## src/ffd_pkg.sv

```systemverilog
package ffd_pkg;

  localparam int unsigned ByteW       = 8;
  localparam int unsigned KeyW        = 64;
  localparam int unsigned KeyLenW     = 4;
  localparam int unsigned KindW       = 2;
  localparam int unsigned CfgIdxW     = 1;
  localparam int unsigned MaxKeyChars = 8;
  localparam int unsigned QueueDepth  = 4;

  localparam logic [CfgIdxW-1:0] CfgKeyBytes  = 1'b0;
  localparam logic [CfgIdxW-1:0] CfgKeyLength = 1'b1;

  localparam logic [ByteW-1:0] ChPlus  = 8'h2B;
  localparam logic [ByteW-1:0] ChPct   = 8'h25;
  localparam logic [ByteW-1:0] ChAmp   = 8'h26;
  localparam logic [ByteW-1:0] ChEq    = 8'h3D;
  localparam logic [ByteW-1:0] ChSpace = 8'h20;

  typedef enum logic [KindW-1:0] {
    KindData = 2'd0,
    KindEnd  = 2'd1,
    KindNone = 2'd2,
    KindBad  = 2'd3
  } kind_e;

  typedef enum logic [5:0] {
    PhSearch = 6'b000001,
    PhSkip   = 6'b000010,
    PhValue  = 6'b000100,
    PhEsc1   = 6'b001000,
    PhEsc2   = 6'b010000,
    PhDone   = 6'b100000
  } phase_e;

  typedef struct packed {
    logic [ByteW-1:0] data;
    kind_e            kind;
    logic             last;
  } result_t;

  typedef struct packed {
    logic [1:0] n;
    result_t    res0;
    result_t    res1;
  } push_t;

  localparam result_t ResultZero = '{data: '0, kind: KindData, last: 1'b0};

  // Bit 4 set means not a hex digit.
  function automatic logic [4:0] hex_val(input logic [ByteW-1:0] c);
    logic [4:0] v;
    v = 5'h10;
    if (c >= 8'h30 && c <= 8'h39) begin
      v = 5'(c - 8'h30);
    end else if (c >= 8'h41 && c <= 8'h46) begin
      v = 5'(c - 8'h41 + 8'd10);
    end else if (c >= 8'h61 && c <= 8'h66) begin
      v = 5'(c - 8'h61 + 8'd10);
    end
    return v;
  endfunction

endpackage

```

## src/ffd_in_if.sv

```systemverilog
interface ffd_in_if;
  import ffd_pkg::*;
  logic             valid;
  logic             ready;
  logic [ByteW-1:0] in_byte;
  logic             in_last;
  modport source(output valid, output in_byte, output in_last, input ready);
  modport sink(input valid, input in_byte, input in_last, output ready);
endinterface

```

## src/ffd_out_if.sv

```systemverilog
interface ffd_out_if;
  import ffd_pkg::*;
  logic             valid;
  logic             ready;
  logic [ByteW-1:0] out_byte;
  logic [KindW-1:0] out_kind;
  logic             out_last;
  modport source(output valid, output out_byte, output out_kind, output out_last, input ready);
  modport sink(input valid, input out_byte, input out_kind, input out_last, output ready);
endinterface

```

## src/ffd_core.sv

```systemverilog
module ffd_core #(
  parameter int unsigned MAX_KEY_CHARS = ffd_pkg::MaxKeyChars
) (
  input  logic                         clk_i,
  input  logic                         rst_ni,
  input  logic                         cfg_we_i,
  input  logic [ffd_pkg::CfgIdxW-1:0]  cfg_idx_i,
  input  logic [ffd_pkg::KeyW-1:0]     cfg_data_i,
  ffd_in_if.sink                       in_i,
  input  logic                         room_i,
  output ffd_pkg::push_t               push_o
);
  import ffd_pkg::*;

  localparam int unsigned CntW = $clog2(MAX_KEY_CHARS + 1);

  logic [KeyW-1:0]    key_q;
  logic [KeyLenW-1:0] key_len_q;

  logic               stg_vld_q;
  logic [ByteW-1:0]   stg_byte_q;
  logic               stg_last_q;

  phase_e             phase_q, phase_d;
  logic [CntW-1:0]    cnt_q, cnt_d;
  logic [3:0]         nib_q, nib_d;

  logic               advance;
  logic [KeyLenW-1:0] len_clamp;
  logic [CntW-1:0]    len;
  logic [ByteW-1:0]   key_char;
  logic [4:0]         hex;
  logic               status;
  logic               has_a, has_t;
  result_t            res_a, res_t;

  assign advance   = stg_vld_q & room_i;
  assign in_i.ready = ~stg_vld_q | room_i;

  always_ff @(posedge clk_i or negedge rst_ni) begin
    if (!rst_ni) begin
      key_q     <= '0;
      key_len_q <= KeyLenW'(1);
    end else if (cfg_we_i) begin
      unique case (cfg_idx_i)
        CfgKeyBytes:  key_q     <= cfg_data_i;
        CfgKeyLength: key_len_q <= cfg_data_i[KeyLenW-1:0];
        default: ;
      endcase
    end
  end

  always_comb begin
    len_clamp = key_len_q;
    if (key_len_q == '0) begin
      len_clamp = KeyLenW'(1);
    end else if (key_len_q > KeyLenW'(MAX_KEY_CHARS)) begin
      len_clamp = KeyLenW'(MAX_KEY_CHARS);
    end
  end
  assign len = CntW'(len_clamp);

  always_comb begin
    key_char = '0;
    for (int i = 0; i < MAX_KEY_CHARS; i++) begin
      if (cnt_q == CntW'(i)) begin
        key_char = key_q[i*ByteW +: ByteW];
      end
    end
  end

  assign hex = hex_val(stg_byte_q);

  always_comb begin
    phase_d = phase_q;
    cnt_d   = cnt_q;
    nib_d   = nib_q;
    status  = 1'b0;
    has_a   = 1'b0;
    has_t   = 1'b0;
    res_a   = ResultZero;
    res_t   = ResultZero;
    unique case (phase_q)
      PhSearch: begin
        if (stg_byte_q == ChAmp) begin
          cnt_d = '0;
        end else if (cnt_q >= len) begin
          phase_d = (stg_byte_q == ChEq) ? PhValue : PhSkip;
        end else if (stg_byte_q == key_char) begin
          cnt_d = cnt_q + CntW'(1);
        end else begin
          phase_d = PhSkip;
        end
      end
      PhSkip: begin
        if (stg_byte_q == ChAmp) begin
          phase_d = PhSearch;
          cnt_d   = '0;
        end
      end
      PhValue: begin
        if (stg_byte_q == ChPlus) begin
          has_a      = 1'b1;
          res_a.data = ChSpace;
        end else if (stg_byte_q == ChPct) begin
          phase_d = PhEsc1;
        end else if (stg_byte_q == ChAmp) begin
          has_a      = 1'b1;
          res_a.kind = KindEnd;
          res_a.last = stg_last_q;
          status     = 1'b1;
          phase_d    = PhDone;
        end else begin
          has_a      = 1'b1;
          res_a.data = stg_byte_q;
        end
      end
      PhEsc1: begin
        if (!hex[4]) begin
          nib_d   = hex[3:0];
          phase_d = PhEsc2;
        end else begin
          has_a      = 1'b1;
          res_a.kind = KindBad;
          res_a.last = stg_last_q;
          status     = 1'b1;
          phase_d    = PhDone;
        end
      end
      PhEsc2: begin
        has_a = 1'b1;
        if (!hex[4]) begin
          res_a.data = {nib_q, hex[3:0]};
          phase_d    = PhValue;
        end else begin
          res_a.kind = KindBad;
          res_a.last = stg_last_q;
          status     = 1'b1;
          phase_d    = PhDone;
        end
      end
      PhDone: ;
      default: ;
    endcase
    if (stg_last_q) begin
      if (!status) begin
        res_t.last = 1'b1;
        unique case (phase_d)
          PhSearch, PhSkip: begin
            has_t      = 1'b1;
            res_t.kind = KindNone;
          end
          PhValue: begin
            has_t      = 1'b1;
            res_t.kind = KindEnd;
          end
          PhEsc1, PhEsc2: begin
            has_t      = 1'b1;
            res_t.kind = KindBad;
          end
          default: ;
        endcase
      end
      phase_d = PhSearch;
      cnt_d   = '0;
      nib_d   = '0;
    end
  end

  always_comb begin
    push_o.n    = '0;
    push_o.res0 = has_a ? res_a : res_t;
    push_o.res1 = res_t;
    if (advance) begin
      push_o.n = 2'(has_a) + 2'(has_t);
    end
  end

  always_ff @(posedge clk_i or negedge rst_ni) begin
    if (!rst_ni) begin
      stg_vld_q <= 1'b0;
    end else if (in_i.ready) begin
      stg_vld_q <= in_i.valid;
    end
  end

  always_ff @(posedge clk_i) begin
    if (in_i.valid && in_i.ready) begin
      stg_byte_q <= in_i.in_byte;
      stg_last_q <= in_i.in_last;
    end
  end

  always_ff @(posedge clk_i or negedge rst_ni) begin
    if (!rst_ni) begin
      phase_q <= PhSearch;
      cnt_q   <= '0;
      nib_q   <= '0;
    end else if (advance) begin
      phase_q <= phase_d;
      cnt_q   <= cnt_d;
      nib_q   <= nib_d;
    end
  end

`ifndef SYNTHESIS
  a_two_results: assert property (@(posedge clk_i) disable iff (!rst_ni)
    push_o.n == 2'd2 |-> push_o.res0.kind == KindData && push_o.res1.last)
    else $error("two results without a trailing status");
  a_end_resets: assert property (@(posedge clk_i) disable iff (!rst_ni)
    advance && stg_last_q |=> phase_q == PhSearch && cnt_q == '0 && nib_q == '0)
    else $error("state not cleared after final byte");
  a_no_push_full: assert property (@(posedge clk_i) disable iff (!rst_ni)
    !room_i |-> push_o.n == 2'd0)
    else $error("push without queue room");
  a_match_bound: assert property (@(posedge clk_i) disable iff (!rst_ni)
    cnt_q <= CntW'(MAX_KEY_CHARS))
    else $error("match count past key length");
`endif

endmodule

```

## src/ffd_out_queue.sv

```systemverilog
module ffd_out_queue #(
  parameter int unsigned DEPTH = ffd_pkg::QueueDepth
) (
  input  logic           clk_i,
  input  logic           rst_ni,
  input  ffd_pkg::push_t push_i,
  output logic           room_o,
  ffd_out_if.source      out_o
);
  import ffd_pkg::*;

  localparam int unsigned PtrW = $clog2(DEPTH);
  localparam int unsigned CntW = $clog2(DEPTH + 1);

  result_t         mem_q [DEPTH];
  logic [PtrW-1:0] wptr_q, rptr_q, wptr_nx;
  logic [CntW-1:0] count_q;
  logic            pop;
  result_t         head;

  assign wptr_nx = (wptr_q == PtrW'(DEPTH - 1)) ? '0 : wptr_q + PtrW'(1);
  assign room_o  = count_q <= CntW'(DEPTH - 2);
  assign pop     = out_o.valid & out_o.ready;
  assign head    = mem_q[rptr_q];

  assign out_o.valid    = count_q != '0;
  assign out_o.out_byte = head.data;
  assign out_o.out_kind = head.kind;
  assign out_o.out_last = head.last;

  always_ff @(posedge clk_i) begin
    if (push_i.n != 2'd0) begin
      mem_q[wptr_q] <= push_i.res0;
    end
    if (push_i.n == 2'd2) begin
      mem_q[wptr_nx] <= push_i.res1;
    end
  end

  always_ff @(posedge clk_i or negedge rst_ni) begin
    if (!rst_ni) begin
      wptr_q  <= '0;
      rptr_q  <= '0;
      count_q <= '0;
    end else begin
      if (push_i.n == 2'd1) begin
        wptr_q <= wptr_nx;
      end else if (push_i.n == 2'd2) begin
        wptr_q <= (wptr_nx == PtrW'(DEPTH - 1)) ? '0 : wptr_nx + PtrW'(1);
      end
      if (pop) begin
        rptr_q <= (rptr_q == PtrW'(DEPTH - 1)) ? '0 : rptr_q + PtrW'(1);
      end
      count_q <= count_q + CntW'(push_i.n) - CntW'(pop);
    end
  end

`ifndef SYNTHESIS
  a_count_bound: assert property (@(posedge clk_i) disable iff (!rst_ni)
    count_q <= CntW'(DEPTH))
    else $error("queue count overflow");
  a_push_room: assert property (@(posedge clk_i) disable iff (!rst_ni)
    push_i.n != 2'd0 |-> room_o)
    else $error("push into full queue");
  a_pair_lands: assert property (@(posedge clk_i) disable iff (!rst_ni)
    push_i.n == 2'd2 && count_q == '0 |=> count_q == CntW'(2))
    else $error("paired push lost");
`endif

endmodule

```

## src/form_field_extract_decode.sv

```systemverilog
// Form field extractor with percent decoding.
// Input channel in_i: one raw byte of a url-encoded parameter string per beat,
// in_last on the final byte. Configuration: cfg_we_i writes cfg_data_i into
// register cfg_idx_i (0 key bytes, first character in the low byte; 1 key
// length) and must only be used while no string is in flight.
// Output channel out_o: one result per beat: decoded data bytes, then one
// status (value ended, key not found, bad escape) with out_kind. out_last
// marks the result produced on the final input byte.
// A byte is registered in a staging register, decoded from there and written into a
// result queue of QUEUE_DEPTH entries (four by default) once it has room; its first
// result then appears at the queue head. Throughput: one input byte per cycle while
// the queue has room; the queue absorbs the extra status on the last byte.
// When the receiver stalls the queue fills and, with a byte staged, in_i.ready
// drops once fewer than two entries are free; nothing is lost.
// Reset empties the queue, returns the search to the start of a segment and
// sets the key to zero with length one.
module form_field_extract_decode #(
  parameter int unsigned MAX_KEY_CHARS = ffd_pkg::MaxKeyChars,
  parameter int unsigned QUEUE_DEPTH   = ffd_pkg::QueueDepth
) (
  input  logic                        clk_i,
  input  logic                        rst_ni,
  input  logic                        cfg_we_i,
  input  logic [ffd_pkg::CfgIdxW-1:0] cfg_idx_i,
  input  logic [ffd_pkg::KeyW-1:0]    cfg_data_i,
  ffd_in_if.sink                      in_i,
  ffd_out_if.source                   out_o
);
  import ffd_pkg::*;

  push_t push;
  logic  room;

  ffd_core #(
    .MAX_KEY_CHARS(MAX_KEY_CHARS)
  ) u_core (
    .clk_i      (clk_i),
    .rst_ni     (rst_ni),
    .cfg_we_i   (cfg_we_i),
    .cfg_idx_i  (cfg_idx_i),
    .cfg_data_i (cfg_data_i),
    .in_i       (in_i),
    .room_i     (room),
    .push_o     (push)
  );

  ffd_out_queue #(
    .DEPTH(QUEUE_DEPTH)
  ) u_queue (
    .clk_i  (clk_i),
    .rst_ni (rst_ni),
    .push_i (push),
    .room_o (room),
    .out_o  (out_o)
  );

endmodule
```

## src/flat_wrapper.sv

```systemverilog
// flat-port wrapper written by rule: the top's interface ports become plain ports
module form_field_extract_decode_flat import ffd_pkg::*;
#(
  parameter int unsigned MAX_KEY_CHARS = ffd_pkg::MaxKeyChars,
  parameter int unsigned QUEUE_DEPTH   = ffd_pkg::QueueDepth
)
  (clk_i, rst_ni, cfg_we_i, cfg_idx_i, cfg_data_i, in_i_valid, in_i_in_byte, in_i_in_last, in_i_ready, out_o_valid, out_o_out_byte, out_o_out_kind, out_o_out_last, out_o_ready);
  ffd_in_if in_i_i ();
  ffd_out_if out_o_i ();
  input  logic clk_i;
  input  logic rst_ni;
  input  logic cfg_we_i;
  input  logic [ffd_pkg::CfgIdxW-1:0] cfg_idx_i;
  input  logic [ffd_pkg::KeyW-1:0] cfg_data_i;
  input wire logic [$bits(in_i_i.valid)-1:0] in_i_valid;
  input wire logic [$bits(in_i_i.in_byte)-1:0] in_i_in_byte;
  input wire logic [$bits(in_i_i.in_last)-1:0] in_i_in_last;
  output wire logic [$bits(in_i_i.ready)-1:0] in_i_ready;
  output wire logic [$bits(out_o_i.valid)-1:0] out_o_valid;
  output wire logic [$bits(out_o_i.out_byte)-1:0] out_o_out_byte;
  output wire logic [$bits(out_o_i.out_kind)-1:0] out_o_out_kind;
  output wire logic [$bits(out_o_i.out_last)-1:0] out_o_out_last;
  input wire logic [$bits(out_o_i.ready)-1:0] out_o_ready;
  assign in_i_i.valid = in_i_valid;
  assign in_i_i.in_byte = in_i_in_byte;
  assign in_i_i.in_last = in_i_in_last;
  assign in_i_ready = in_i_i.ready;
  assign out_o_valid = out_o_i.valid;
  assign out_o_out_byte = out_o_i.out_byte;
  assign out_o_out_kind = out_o_i.out_kind;
  assign out_o_out_last = out_o_i.out_last;
  assign out_o_i.ready = out_o_ready;
  form_field_extract_decode #(.MAX_KEY_CHARS(MAX_KEY_CHARS), .QUEUE_DEPTH(QUEUE_DEPTH)) u_core (.clk_i(clk_i), .rst_ni(rst_ni), .cfg_we_i(cfg_we_i), .cfg_idx_i(cfg_idx_i), .cfg_data_i(cfg_data_i), .in_i(in_i_i), .out_o(out_o_i));
endmodule
```

## config.mk

```make
export PLATFORM = sky130hd
export DESIGN_NAME = form_field_extract_decode_flat
export DESIGN_NICKNAME = d
export VERILOG_FILES = /design/src/ffd_pkg.sv /design/src/ffd_in_if.sv /design/src/ffd_out_if.sv /design/src/ffd_core.sv /design/src/ffd_out_queue.sv /design/src/form_field_extract_decode.sv /design/src/flat_wrapper.sv
export SDC_FILE = /design/constraint.sdc
export NUM_CORES = 1
export LEC_CHECK = 0
export BUFFER_PORTS_ARGS = -buffer_cell sky130_fd_sc_hd__buf_2
export CAP_MARGIN = 10
export CORE_MARGIN = 2
export CORE_UTILIZATION = 59
export DETAILED_ROUTE_END_ITERATION = 8
export GPL_TIMING_DRIVEN = 0
export PLACE_DENSITY_LB_ADDON = 0.1
export SLEW_MARGIN = 20
export SYNTH_ARGS = -nofsm -noshare
export SYNTH_HDL_FRONTEND = slang
export SYNTH_SLANG_ARGS = --single-unit
```

## constraint.sdc

```tcl
create_clock -name clk_i -period 5.4 [get_ports clk_i]
set_clock_uncertainty 0.15 [all_clocks]
set_input_delay 0.54 -clock clk_i [delete_from_list [all_inputs] [get_ports clk_i]]
set_output_delay 0.54 -clock clk_i [all_outputs]
set_load 0.01 [all_outputs]
```

==> results.yml <==
timing:
  slew_viol_final: 0
  max_freq_ghz: 0.192
  layout_setup_ws_ps: 180
  final.period_utilization: 0.967
  fin_crit_period_ps: 5220
  max_slew.worst_pin.slew_ps: 1060
  hold_viol: 3
  finalHoldWorstSlack_ps: -2.01
  final-setup-viol-count: 0
  worst_slew_margin_rel: 0.291
drt:
  antenna_violating_nets_post_route: 0
  vias: 6702
  drt_first_pass_iters: 5
  number_of_drc_violations_after_detailed_routing: 0
  postRouteWirelength_um: 22000
  detail_route.vias_per_cell: 6.26
  drt-wirelength-per-cell_um: 20.5
  drt_iter0_markers: 761
synth:
  synth.avg_cell_area_um2: 10.2
  synth-seq-area-share: 0.448
  synth.yosys.warnings: 0
  postSynth.topFlopCell: "sky130_fd_sc_hd__dfrtp_1"
  syn-num-nets: 875
  synth-seq-cells: 143
  synth-edff-count: 21
  postSynthCellCount: 768
  async_flop_share: 0.629
  synthesis.area_um2: 7870
  post_synth_num_cell_types: 76
cells_and_area:
  seqCellArea_um2: 3530
  final_layout_size_suffix_gt1_frac: 0.289
  num-fill-cells: 965
  fin_nets: 989
  diodes: 0
  multi_input_area_um2: 4140
  layout-area-overhead-vs-synth_pct: 19.3
global_route:
  grt_max_degree: 54
  grt_overflow_total: 0
  antenna_found_initial: 0
  grt_pass1_vias: 6669
  global_route.usage.total: 0.316
  grt_first_pass_wirelength_um: 34700
clock_network:
  cts.hold.buffers_added: 0
  cell_chosen_for_the_clock_root: "sky130_fd_sc_hd__clkbuf_16"
  clock_path_buffers: 2
  numCtsBuffers: 17
  worst_skew_pair.late_latency_ps: 430
  cts_tree: "built"
  clock_pin_transition_on_the_worst_setup_and_hold_timing_paths_ps: 60
  number_of_sinks_on_the_clock_net: 143
  cts_h_tree_depth: 4
power:
  irDropWorstVdd_mv: 0.425
  p_leak_nw: 3.98
  pwr_density_nw_per_um2: 389
  power.total_mw: 3.65
worst_setup_path:
  cp_cell_sequence: "inv_1 > ha_1 > buf_2 > buf_2 > nand2_1 > a211oi_1 > a31oi_1 > mux2i_1 > or4_4 > nor3_4 > a211oi_4 > xnor2_1 > a21o_1 > ha_1 > nand2_2 > ha_4 > nand2_2 > and3b_1 > a21oi_1 > inv_1"
  timing.critical_path.slowest_stage_cell: "sky130_fd_sc_hd__or4_4"
  cp-startpoint: "u_core.u_core.cnt_q[0]"
  arrival_ps: 5250
  critPathRequiredTime_ps: 5430
  crit_start_category: "flip-flop"
  cp_max_fo: 10
  worst_r2r_src: "u_core.u_core.cnt_q[0]"
  critical_path.max_stage_delay_ps: 600
  critPathCaptureType: "flip-flop"
  setup.worst_path.class: "reg2reg"
die:
  starting_density_of_the_core: 0.599
  die-height_um: 119
  die_x_um: 119
  core_area_um2: 13100
  std_cell_rows: 42
  io_pins: 92
  die-area_um2: 14300
placement:
  port_buffers: 91
  pre_cts_ws_ps: -1010
  dp_hpwl_um: 15800
  gpl.final_weighted_congestion: 0.925
min_path:
  min_path_type: "in2async"
flow_run:
  cap_violations: 0
status:
  status: "finished, violations left"
  failing_checks: "negative hold slack"
-- layout make-up --
type,count,area share
repair buffers,97,0.0549
clock buffers,25,0.0609
multi-input cells,537,0.441
flip-flops and latches,143,0.376
clock inverters,7,0.00573
inverters,45,0.0180
well taps,176,0.0235
plain buffers,41,0.0208
-- power breakdown --
group	leakage (nW)	total, mW	switching, mW	internal, mW
clock network	0.310	1.22	0.481	0.743
logic	2.12	1.06	0.608	0.452
registers	1.54	1.37	0.123	1.25
total	3.98	3.65	1.21	2.44
-- worst max-delay path: cells and delay by family, from the launching register on --
family	cells	cell delay, ps
AND/OR/NAND/NOR	6	1550
flip-flops	1	420
XOR/XNOR	1	160
buffers and inverters	4	830
multiplexers	1	160
adder cells (fa/ha/maj)	3	740
AO/OA/AOI/OAI	5	960
-- cells in the mapped netlist (all sizes together) (5+ instances only) --
cell | instances | share of area
a211oi | 11 | 0.011
a21o | 7 | 0.0067
a21oi | 44 | 0.028
a221oi | 6 | 0.0075
a22o | 14 | 0.016
a22oi | 8 | 0.0076
a31oi | 7 | 0.0056
buf | 22 | 0.014
clkbuf | 21 | 0.010
dfrtp | 88 | 0.28
dfxtp | 32 | 0.081
edfxtp | 21 | 0.080
ha | 27 | 0.043
inv | 45 | 0.021
mux2 | 63 | 0.091
mux2i | 5 | 0.0064
mux4 | 11 | 0.031
nand2 | 60 | 0.029
nand2b | 13 | 0.010
nand3 | 27 | 0.017
nand3b | 19 | 0.018
nor2 | 20 | 0.0095
nor2b | 19 | 0.015
nor3 | 12 | 0.0091
o21ai | 72 | 0.046
o22ai | 7 | 0.0056
or3 | 7 | 0.0062
xnor2 | 5 | 0.0056
xor2 | 7 | 0.0078
-- sequential cells by signal, summed over array words and instances, names as in the netlist --
| signal | flops |
|---|---|
| u_core.u_core.nib_q | 4 |
| u_core.u_queue.rptr_q | 2 |
| u_core.u_core.key_q | 64 |
| u_core.u_core.stg_vld_q | 1 |
| u_core.u_core.phase_q | 6 |
| u_core.u_queue.wptr_q | 2 |
| u_core.u_queue.mem_q | 44 |
| u_core.u_core.key_len_q | 4 |
| u_core.u_core.cnt_q | 4 |
| u_core.u_core.stg_byte_q | 8 |
| u_core.u_queue.count_q | 3 |
| u_core.u_core.stg_last_q | 1 |
-- kinds of logic after synthesis --
kind of cell | Yosys count | share of synthesized area
buf+inv | 88 | 0.0453
xor+xnor | 12 | 0.0134
simple gates | 206 | 0.143
fa+ha+maj | 28 | 0.0455
flops | 143 | 0.448
mux | 79 | 0.128
compound gates | 212 | 0.176
-- worst paths after layout --
path,to,cells after the start,slack (ps)
worst max-delay path,u_core.u_queue.mem_q[0][2],20,180
worst min-delay path,u_core.u_core.key_q[13],1,-2
worst max register to register,u_core.u_queue.mem_q[0][2],20,180
worst min register to register,u_core.u_queue.mem_q[1][9],2,320
max in group asynchronous,u_core.u_core.key_q[60],2,4430
min in group clk_i,u_core.u_core.stg_byte_q[5],1,130
-- timing repair --
item / 4_1_cts / 5_1_grt
pin swaps: 3 / 4
endpoints found under the setup margin: 56 / 58
setup buffers: 4 / 1
gates resized for setup: 17 / 22
-- metal layers --
metal  up-vias  GRT usage  share of wire
met1      3287      0.461           0.45
li1       3047          -              -
met5         -          0              0
met3        30     0.0766          0.083
met2       338      0.472           0.45
met4         0     0.0860          0.013
-- cells in the final DEF, fill, tap and decap left out, types with 22 or more instances in the layout --
cell type                   synthesis  final
sky130_fd_sc_hd__clkbuf_16          0     22
sky130_fd_sc_hd__mux2_2            62     62
sky130_fd_sc_hd__dfxtp_1           32     32
sky130_fd_sc_hd__inv_1             45     45
sky130_fd_sc_hd__nand2_1           60     56
sky130_fd_sc_hd__buf_2             15    102
sky130_fd_sc_hd__a21oi_1           43     40
sky130_fd_sc_hd__o21ai_0           68     68
sky130_fd_sc_hd__dfrtp_1           88     88
sky130_fd_sc_hd__nand3_1           27     27
sky130_fd_sc_hd__ha_1              27     24
-- metrics by stage --
step           instance area, µm²  std cells  TNS, ps  hold WS (ps)   util
5_1_grt                      9390       1071     -102          67.3  0.715
3_5_place_dp                 8570       1036   -33860           297  0.652
3_3_place_gp                 8540       1035   -33120           280  0.650
6_report                     9390       1071        0         -2.01  0.715
2_1_floorplan                7870        768        0          94.4      -
4_1_cts                      9280       1070        0          34.7  0.707
(Power assumes the default switching activity.)
